### src/sv/ssai_pkg.sv
// ----------------------------------------------------------------------------
// ssai_pkg
// shared types and constants for the sorted segment address index
// ----------------------------------------------------------------------------
package ssai_pkg;

    localparam int CAPACITY         = 64;
    localparam int SEGMENT_LOG_SIZE = 22;
    localparam int ADDR_W           = 48;
    localparam int HANDLE_W         = 16;
    localparam int STATUS_W         = 3;
    localparam int ECOUNT_W         = 7;
    localparam int CNT_W            = $clog2(CAPACITY + 1);

    localparam logic [ADDR_W-1:0] ALIGN_MASK =
        {{(ADDR_W - SEGMENT_LOG_SIZE){1'b1}}, {SEGMENT_LOG_SIZE{1'b0}}};

    typedef logic [ADDR_W-1:0]   addr_t;
    typedef logic [HANDLE_W-1:0] handle_t;
    typedef logic [CNT_W-1:0]    count_t;

    typedef enum logic [STATUS_W-1:0] {
        ST_INSERTED = 3'd0,
        ST_REPLACED = 3'd1,
        ST_IGNORED  = 3'd2,
        ST_FULL     = 3'd3,
        ST_HIT      = 3'd4,
        ST_MISS     = 3'd5
    } status_t;

    typedef enum logic {
        MODE_UPDATE = 1'b0,
        MODE_LOOKUP = 1'b1
    } mode_t;

    typedef enum logic {
        S_IDLE,
        S_RESOLVE
    } state_t;

    // control broadcast to every cell
    typedef struct packed {
        logic cmp_en;
        logic insert;
        logic replace;
    } cell_ctl_t;

    // data handed from one cell to its right neighbor
    typedef struct packed {
        addr_t   key;
        handle_t handle;
        logic    valid;
        logic    lt;
    } cell_link_t;

endpackage

### src/sv/ssai_cell.sv
// ----------------------------------------------------------------------------
// ssai_cell
// one table slot: holds a key and handle, compares against the broadcast
// key and shifts right from its left neighbor on insert
// ----------------------------------------------------------------------------
module ssai_cell
    import ssai_pkg::*;
(
    input  logic       clk,
    input  logic       rst_n,
    input  cell_ctl_t  ctl,
    input  addr_t      cmp_key,
    input  addr_t      op_key,
    input  handle_t    op_handle,
    input  cell_link_t left,
    output cell_link_t right,
    output logic       eq,
    output handle_t    hit_handle
);

    addr_t   key_reg,    key_next;
    handle_t handle_reg, handle_next;
    logic    valid_reg,  valid_next;
    logic    eq_reg,     eq_next;
    logic    lt_reg,     lt_next;

    always_comb
    begin
        key_next    = key_reg;
        handle_next = handle_reg;
        valid_next  = valid_reg;
        eq_next     = eq_reg;
        lt_next     = lt_reg;
        if (ctl.cmp_en)
        begin
            eq_next = valid_reg && (key_reg == cmp_key);
            lt_next = valid_reg && (key_reg < cmp_key);
        end
        if (ctl.replace && eq_reg)
        begin
            handle_next = op_handle;
        end
        if (ctl.insert && !lt_reg)
        begin
            if (left.lt)
            begin
                // insertion point
                key_next    = op_key;
                handle_next = op_handle;
                valid_next  = 1'b1;
            end
            else
            begin
                key_next    = left.key;
                handle_next = left.handle;
                valid_next  = left.valid;
            end
        end
    end

    always_ff @(posedge clk or negedge rst_n)
    begin
        if (!rst_n)
        begin
            valid_reg <= 1'b0;
            eq_reg    <= 1'b0;
            lt_reg    <= 1'b0;
        end
        else
        begin
            valid_reg <= valid_next;
            eq_reg    <= eq_next;
            lt_reg    <= lt_next;
        end
    end

    always_ff @(posedge clk)
    begin
        key_reg    <= key_next;
        handle_reg <= handle_next;
    end

    assign right.key    = key_reg;
    assign right.handle = handle_reg;
    assign right.valid  = valid_reg;
    assign right.lt     = lt_reg;
    assign eq           = eq_reg;
    assign hit_handle   = eq_reg ? handle_reg : '0;

endmodule

### config.mk
export PLATFORM = sky130hd
export DESIGN_NAME = ssai_cell
export DESIGN_NICKNAME = d
export VERILOG_FILES = /design/src/sv/ssai_pkg.sv /design/src/sv/ssai_cell.sv
export SDC_FILE = /design/constraint.sdc
export NUM_CORES = 1
export LEC_CHECK = 0
export ABC_AREA = 1
export BUFFER_PORTS_ARGS = -buffer_cell sky130_fd_sc_hd__buf_2
export CAP_MARGIN = 10
export CORE_ASPECT_RATIO = 1.1
export CORE_MARGIN = 5
export CORE_UTILIZATION = 44
export CTS_CLUSTER_DIAMETER = 60
export DETAILED_ROUTE_END_ITERATION = 12
export PLACE_DENSITY = 0.82
export SLEW_MARGIN = 5
export SYNTH_ARGS = -nofsm -noshare
export SYNTH_HDL_FRONTEND = slang
export SYNTH_SLANG_ARGS = --single-unit
### constraint.sdc
create_clock -name clk -period 2.97 [get_ports clk]
set_clock_uncertainty 0.2 [all_clocks]
set_input_delay 0.297 -clock clk [delete_from_list [all_inputs] [get_ports clk]]
set_output_delay 0.297 -clock clk [all_outputs]
set_load 0.01 [all_outputs]
### Yosys cells after proc, flatten, opt, wreduce, memory -nomap -nowiden

Index checks and enable logic that the tools add are counted.
Widths: inputs -> output; s select.

| word-level totals | value |
|---|---|
| bits in registers | 67 |
| bits of input ports | 183 |
| output and inout port bits | 83 |
| word-level logic and storage cells | 19 |

| operators by class | value |
|---|---|
| order comparisons | 1 |
| equality and inequality tests | 1 |
| muxes and demuxes | 6 |
| reductions and logical operators | 6 |

Operators with widths:

| kind | number |
|---|---|
| $mux 16 | 4 |
| $eq 48x48->1 | 1 |
| $lt 48x48->1 | 1 |
| $mux 48 | 1 |
| $logic_and 1x1->1 | 4 |
| $reduce_bool 2->1 | 1 |
| $logic_not 1->1 | 1 |
| $mux 1 | 1 |

### Depth between registers and ports, before layout

Gate-level depths: netlist of run 1.

| depth | value |
|---|---|
| depth after elaboration | 3 |
| depth in mapped cells | 13 |
| depth with buffers taken out | 13 |

### Worst setup path before layout of run 1

Ideal clock, no wire load.

| timing | value |
|---|---|
| path kind | flip-flop to flip-flop |
| start point | register lt_reg |
| end point | register handle_reg[0] (enable) |
| setup time | 372 ps |
| data arrival time | 1723 ps |
| required time | 2398 ps |
| slack | 675 ps |
| stages on the path, launching flop included | 4 |
| path buffers | 0 |
| period minus slack after synthesis | 2295 ps |
| cell sequence | dfrtp_1 > nor2_4 > inv_2 > nand2_1 |

| on the way | value |
|---|---|
| word-level cells in the longest chain between the ends | 3 |

RTL lines:

| what | RTL line | source |
|---|---|---|
| start, declared | ssai_cell.sv:25 | `logic lt_reg, lt_next;` |
| start signal, assigned | ssai_cell.sv:73 | `lt_reg <= lt_next;` |
| $logic_not 1->1 | ssai_cell.sv:43 | `if (ctl.insert && !lt_reg)` |
| $logic_and 1x1->1 | ssai_cell.sv:43 |  |
| $reduce_bool 2->1 (no source line) | -- |  |
| end signal, assigned | ssai_cell.sv:80 | `handle_reg <= handle_next;` |
| end, declared | ssai_cell.sv:22 | `handle_t handle_reg, handle_next;` |

No other way between the ends.
A chain may end at the register's enable or synchronous reset.

### Worst setup path after layout of run 1

| timing | value |
|---|---|
| start point | register key_reg[15] |
| end point | register lt_reg |

| on the way | value |
|---|---|
| word-level cells in the longest chain between the ends | 2 |

RTL lines:

| what | RTL line | source |
|---|---|---|
| start, declared | ssai_cell.sv:21 | `addr_t key_reg, key_next;` |
| start signal, assigned | ssai_cell.sv:79 | `key_reg <= key_next;` |
| $lt 48x48->1 | ssai_cell.sv:37 | `lt_next = valid_reg && (key_reg < cmp_key);` |
| $logic_and 1x1->1 | ssai_cell.sv:37 |  |

No other way between the ends.

==> flow_summary.json, run 1 <==
{
  "yosysTopAreaCell": "edfxtp_1",
  "peakVddDrop_mv": 0.270,
  "hpwl_um": 10600,
  "clkPwrFrac": 0.281,
  "p_sw_frac": 0.291,
  "track_usage": 0.211,
  "criticalPathCategory": "reg -> reg",
  "fin_crit_sh": 0.654,
  "rsz0062_at_grt": "no",
  "area_delta_synth_final_pct": 37.5,
  "ys_warn_count": 0,
  "synthTopCellsByArea": "edfxtp_1 (44%), ha_1 (14%), nand2_1 (11%)",
  "drive_above_1_share": 0.444,
  "drcViolationCount": 0,
  "avgRoutedWirePerCell_um": 15.1,
  "synth_cells": 444,
  "post-place-ws_ns": 0.854,
  "cp-start-kind": "register",
  "drt_iter0_markers": 127,
  "dieWidth_um": 105,
  "ys_ff_latch": 67,
  "status": "finished clean",
  "synthDistinctLibCells": 23,
  "clkLatencyLatePin_ns": 0.34,
  "worstPathRequired_ns": 3.00,
  "slew_headroom": 0.562,
  "cts_tree": "yes",
  "slew_violations": 0,
  "die_area_um2": 11900,
  "max_freq_ghz": 0.515,
  "largest_reg_flops": 48,
  "root_buffer": "clkbuf_8",
  "diodes": 0,
  "cts.htree.levels": 3,
  "numCtsBuffers": 9,
  "cts_sinks": 67,
  "gp_congestion": 0.827,
  "synth_area_per_cell_um2": 9.74,
  "seq_area_um2": 2000,
  "die_h_um": 114,
  "max_slew.worst_pin.slew_ns": 0.657,
  "core.rowCount": 38,
  "power.density_nw_per_um2": 438,
  "firstDrtPassIters": 4,
  "ys_seq_area_frac": 0.462,
  "p_leak_nw": 3.34,
  "io_buffer_count": 265,
  "clockBufferDepth": 2,
  "synth_top_area_frac": 0.444,
  "seqPwrFrac": 0.473,
  "fin_ws_ns": 1.03,
  "grt_pass1_vias": 4417,
  "synth_nets": 675,
  "clkTransAtPathRegs_ns": 0.08,
  "setup_viol": 0,
  "drt_wl_total_um": 12700,
  "power_mw": 2.60,
  "final_nets": 945,
  "switchingPower_mw": 0.757,
  "antenna_found_initial": 0,
  "fillers": 816,
  "viasPerCell": 4.73,
  "drtAntennaViolNets": 0,
  "tns_ns": 0,
  "cp.arrival_ns": 1.97,
  "initial_core_util": 0.444,
  "grt_pass1_wl_um": 20100,
  "hold_path_class": "in -> reg",
  "p_comb_frac": 0.246,
  "grt_max_degree": 50,
  "core_um2": 9750,
  "io_pins": 266,
  "path_max_fanout": 2,
  "hold_viol": 0,
  "period_needed_ns": 1.94,
  "syn_area_um2": 4320,
  "p_int_mw": 1.84,
  "drv_cap": 0,
  "ctsResizeCount": 0,
  "gr-total-overflow": 0,
  "multi_input_area_um2": 1910,
  "via_count": 3967,
  "worstSetupEndpointType": "register"
}
==> area by class of cell <==
class / instances / share of cell area
multi-input cells: 278 / 0.322
flip-flops and latches: 67 / 0.336
inverters: 88 / 0.0556
well taps: 120 / 0.0253
clock inverters: 6 / 0.00947
clock buffers: 10 / 0.0215
repair buffers: 270 / 0.230
==> worst max-delay path: stages (launching register included) <==
cell      delay (ns)
edfxtp_1        0.42
ha_1            0.32
nand2_1         0.07
nor2_1          0.15
nand2_1         0.09
nor2_1          0.19
nand2_1         0.09
nand3_1         0.11
nand2_1         0.06
nand3_1         0.08
nand2_1         0.05
==> what timing repair did <==
item	4_1_cts	5_1_grt
setup buffers	0	0
hold endpoints to repair	4	0
hold buffers	2	0
setup endpoints to repair	0	0
==> placed cells by master (no fill, tap or decap), drive strengths merged, types with 4 or more instances in the layout <==
cell type,synthesis,layout
nor2,18,18
inv,88,88
edfxtp,64,64
nand2,128,128
nand3,8,8
buf,10,268
clkbuf,1,10
ha,48,48
clkinv,0,4
o21ai,5,5
mux2,48,48
a21oi,17,17
==> final timing paths <==
kind / from / to / slack, ns / cells after the start
max: key_reg[15] / lt_reg / 1.03 / 10
min: op_handle[10] / handle_reg[10] / 0.02 / 3
max reg2reg: key_reg[15] / lt_reg / 1.03 / 10
min reg2reg: lt_reg / lt_reg / 0.37 / 2
max in group asynchronous: rst_n / lt_reg / 2.33 / 2
min in group asynchronous: rst_n / valid_reg / 0.12 / 2
==> cells in the mapped netlist <==
| cell type | number |
|---|---|
| a21o_1 | 1 |
| mux2_1 | 20 |
| nand3_1 | 8 |
| edfxtp_1 | 64 |
| o22a_1 | 1 |
| o21bai_1 | 1 |
| buf_6 | 3 |
| nor2_1 | 13 |
| clkbuf_1 | 1 |
| nor2_2 | 2 |
| buf_2 | 3 |
| inv_1 | 86 |
| inv_2 | 2 |
| nand2_2 | 2 |
| buf_4 | 4 |
| nor2_4 | 3 |
| mux2_2 | 28 |
| nand2_1 | 126 |
| o21ai_0 | 5 |
| a21oi_1 | 17 |
| dfrtp_1 | 3 |
| nand4_1 | 3 |
| ha_1 | 48 |
==> per-stage QoR <==
| step | area, µm² | cells | utilization | hold WS (ns) |
|---|---|---|---|---|
| floorplan | 4320 | 444 | - | -0.199 |
| global placement | 5740 | 821 | 0.589 | -0.0947 |
| detailed placement | 5740 | 821 | 0.589 | -0.0901 |
| CTS | 5940 | 839 | 0.610 | 0.00466 |
| global route | 5940 | 839 | 0.610 | 0.0164 |
| finish | 5940 | 839 | 0.610 | 0.0240 |
==> logic make-up after synthesis <==
group | after synthesis | synth area share
flip-flops | 67 | 0.462
AO/OA/AOI/OAI | 25 | 0.0310
buffers and inverters | 99 | 0.0955
adder cells (fa/ha/maj) | 48 | 0.139
multiplexers | 48 | 0.125
AND/OR/NAND/NOR | 157 | 0.148
==> per-layer routing <==
metal | vias to the layer above | wire length [µm] | GRT usage | share of wire
met5 | - | 0 | 0 | 0
met4 | 0 | 363 | 0.103 | 0.029
met3 | 32 | 869 | 0.0498 | 0.069
met2 | 167 | 6950 | 0.405 | 0.55
met1 | 1789 | 4470 | 0.211 | 0.35
li1 | 1979 | - | - | -
==> power groups by stage <==
stage               logic, mW  clock network, mW  registers [mW]
finish                  0.640              0.730            1.23
floorplan               0.310                  0            1.29
global placement        0.615                  0            1.25
global route            0.722              0.801            1.24
CTS                     0.651              0.749            1.23
detailed placement      0.646                  0            1.25
Note: power is estimated with default switching activity, not from simulation.
==> inputs of run 2 (changes only) <==
--- a/config.mk
+++ b/config.mk
@@ -10,10 +10,10 @@
 export CAP_MARGIN = 10
 export CORE_ASPECT_RATIO = 1.1
 export CORE_MARGIN = 5
-export CORE_UTILIZATION = 44
+export CORE_UTILIZATION = 40
 export CTS_CLUSTER_DIAMETER = 60
 export DETAILED_ROUTE_END_ITERATION = 12
-export PLACE_DENSITY = 0.82
+export PLACE_DENSITY = 0.78
 export SLEW_MARGIN = 5
 export SYNTH_ARGS = -nofsm -noshare
 export SYNTH_HDL_FRONTEND = slang
==> constraint.sdc (replaced) <==
create_clock -name clk -period 1.6 [get_ports clk]
set_clock_uncertainty 0.2 [all_clocks]
set_input_delay 0.16 -clock clk [delete_from_list [all_inputs] [get_ports clk]]
set_output_delay 0.16 -clock clk [all_outputs]
set_load 0.01 [all_outputs]
==> run 2 against run 1 <==
Fmax up 7.0%. Count of clock-buffer cells in the layout decreased by 1. Setup slack got worse by 1.2 ns. Largest power group unchanged. Sequential share of layout area fell by 7.8 points. The flow now finishes with violations (setup timing). Cell count increased by 21%. Power is 140% higher.
==> flow_summary.json, run 2 (synthesis results as in run 1) <==
{
  "drive_above_1_share": 0.411,
  "hpwl_um": 11000,
  "cp.arrival_ns": 1.83,
  "peakVddDrop_mv": 0.444,
  "gp_congestion": 0.906,
  "grt_pass1_vias": 5416,
  "r2r_setup_slack_ns": -0.21,
  "seqPwrFrac": 0.369,
  "io_buffer_count": 265,
  "firstDrtPassIters": 4,
  "slew_violations": 0,
  "initial_core_util": 0.412,
  "core.rowCount": 39,
  "clkLatencyLatePin_ns": 0.33,
  "max_freq_ghz": 0.551,
  "die_area_um2": 13000,
  "drtAntennaViolNets": 0,
  "die_h_um": 119,
  "final_cell_mix": "buf_2 (265), dlygate4sd3_1 (132), nand2_1 (122), inv_1 (86), edfxtp_1 (64)",
  "area_delta_synth_final_pct": 79.1,
  "gr-total-overflow": 0,
  "hold_start": "ctl[0]",
  "fillers": 662,
  "drv_cap": 0,
  "rsz0062_at_grt": "yes",
  "largest_reg_flops": 48,
  "avgRoutedWirePerCell_um": 17.1,
  "clkTransAtPathRegs_ns": 0.06,
  "hold_viol": 0,
  "p_leak_nw": 4.08,
  "core_um2": 10500,
  "cp-start-kind": "register",
  "criticalPathCategory": "reg -> reg",
  "violations": "setup timing",
  "path_max_fanout": 2,
  "grt_max_degree": 32,
  "p_sw_frac": 0.269,
  "grt_pass1_wl_um": 26500,
  "p_comb_frac": 0.265,
  "slew_headroom": 0.753,
  "reg2reg_from": "key_reg[45]",
  "worstPathRequired_ns": 1.62,
  "root_buffer": "clkbuf_16",
  "numCtsBuffers": 9,
  "drcViolationCount": 0,
  "max_slew.worst_pin.slew_ns": 0.371,
  "status": "finished with violations",
  "cts.htree.levels": 3,
  "clkPwrFrac": 0.366,
  "cts_tree": "yes",
  "via_count": 4818,
  "drt_iter0_markers": 194,
  "final_nets": 1097,
  "hold_path_class": "in -> reg",
  "dieWidth_um": 109,
  "setup_viol": 15,
  "track_usage": 0.266,
  "clockBufferDepth": 2,
  "hold_end": "handle_reg[15]",
  "antenna_found_initial": 2,
  "viasPerCell": 4.74,
  "period_needed_ns": 1.81,
  "p_int_mw": 4.55,
  "final_core_util": 0.738,
  "whs_path_depth": 4,
  "reg2reg_to": "lt_reg",
  "r2r_cells": 10,
  "fin_ws_ns": -0.215,
  "power.density_nw_per_um2": 804,
  "worstSetupEndpointType": "register",
  "post-place-ws_ns": -0.238,
  "fin_crit_sh": 1.13,
  "io_pins": 266,
  "drt_wl_total_um": 17400,
  "final_common_cell": "buf_2",
  "cts_sinks": 67,
  "switchingPower_mw": 1.67
}
## run 2: cell count changes in the layout (fill, tap and decap cells not counted), moves of 3 or more
| cell | delta |
|---|---|
| buf_12 | +3 |
| buf_4 | +19 |
| clkbuf_16 | +9 |
| clkbuf_8 | -9 |
| dlygate4sd3_1 | +130 |
| ha_1 | -5 |
| ha_4 | +5 |
| nand2_1 | -4 |
| nand2_2 | +3 |
| nor2_1 | -5 |
| nor2_2 | +3 |
## run 2: power by group through the flow
stage,Combinational [mW],Clock [mW],Sequential [mW]
2_1_floorplan,0.575,0,2.39
4_1_cts,1.59,2.31,2.29
6_report,1.65,2.28,2.30
3_5_place_dp,1.30,0,2.32
3_3_place_gp,1.25,0,2.31
5_1_grt,1.81,2.38,2.32
## run 2: per-stage QoR
step	instance area [µm²]	power, mW	hold slack, ns	TNS (ns)	instances
global placement	5940	3.56	-0.219	-0.209	862
floorplan	4330	2.96	-0.336	-26.11	444
CTS	7670	6.19	0.123	-1.52	1013
detailed placement	5940	3.62	-0.224	-0.377	862
finish	7740	6.23	0.131	-1.61	1016
global route	7740	6.51	0.153	-3.28	1016
## run 2: per-layer routing
metal / global-route usage / wire length, µm / vias to the layer above
li1: - / - / 2290
met1: 0.257 / 5750 / 2197
met2: 0.502 / 9280 / 270
met3: 0.0709 / 1540 / 61
met4: 0.140 / 795 / 0
met5: 0 / 0 / -
## run 2: what timing repair did
action,in CTS,in global routing
setup endpoints to repair,16,16
buffers inserted,3,1
resized for setup,8,9
endpoints found under the hold margin,70,0
pin swaps,3,6
hold buffers,132,0
## run 2: how the worst max path moves through the flow
stage	startpoint	end	slack (ns)	cells after the start
after CTS	key_reg[15]	lt_reg	-0.21	10
after detailed placement	key_reg[15]	lt_reg	-0.24	10
after global routing	key_reg[11]	lt_reg	-0.35	10
after global placement	key_reg[15]	lt_reg	-0.15	10
after floorplan	lt_reg	handle_reg[10]	-0.65	7
final	key_reg[45]	lt_reg	-0.21	10
## run 2: layout make-up
class                           instances  area [µm²]  share of cell area
Inverter                               88         330              0.0426
Timing Repair Buffer                  422        2870               0.371
Tap cell                              143         179              0.0231
Clock inverter                          7         116              0.0150
Sequential cell                        67        2000               0.258
Antenna cell                            2        5.00            0.000646
Multi-Input combinational cell        278        2020               0.261
Clock buffer                            9         225              0.0291
## run 2: worst max-delay path, stage by stage, from the launching register on
cell and delay [ns]:
edfxtp_1 0.44, ha_4 0.32, nand2_4 0.06, nor2_4 0.12, nand2_2 0.08, nor2_4 0.12, nand2_2 0.07, nor2_2 0.12
nand2_1 0.07, nand3_1 0.07, nand2_1 0.05
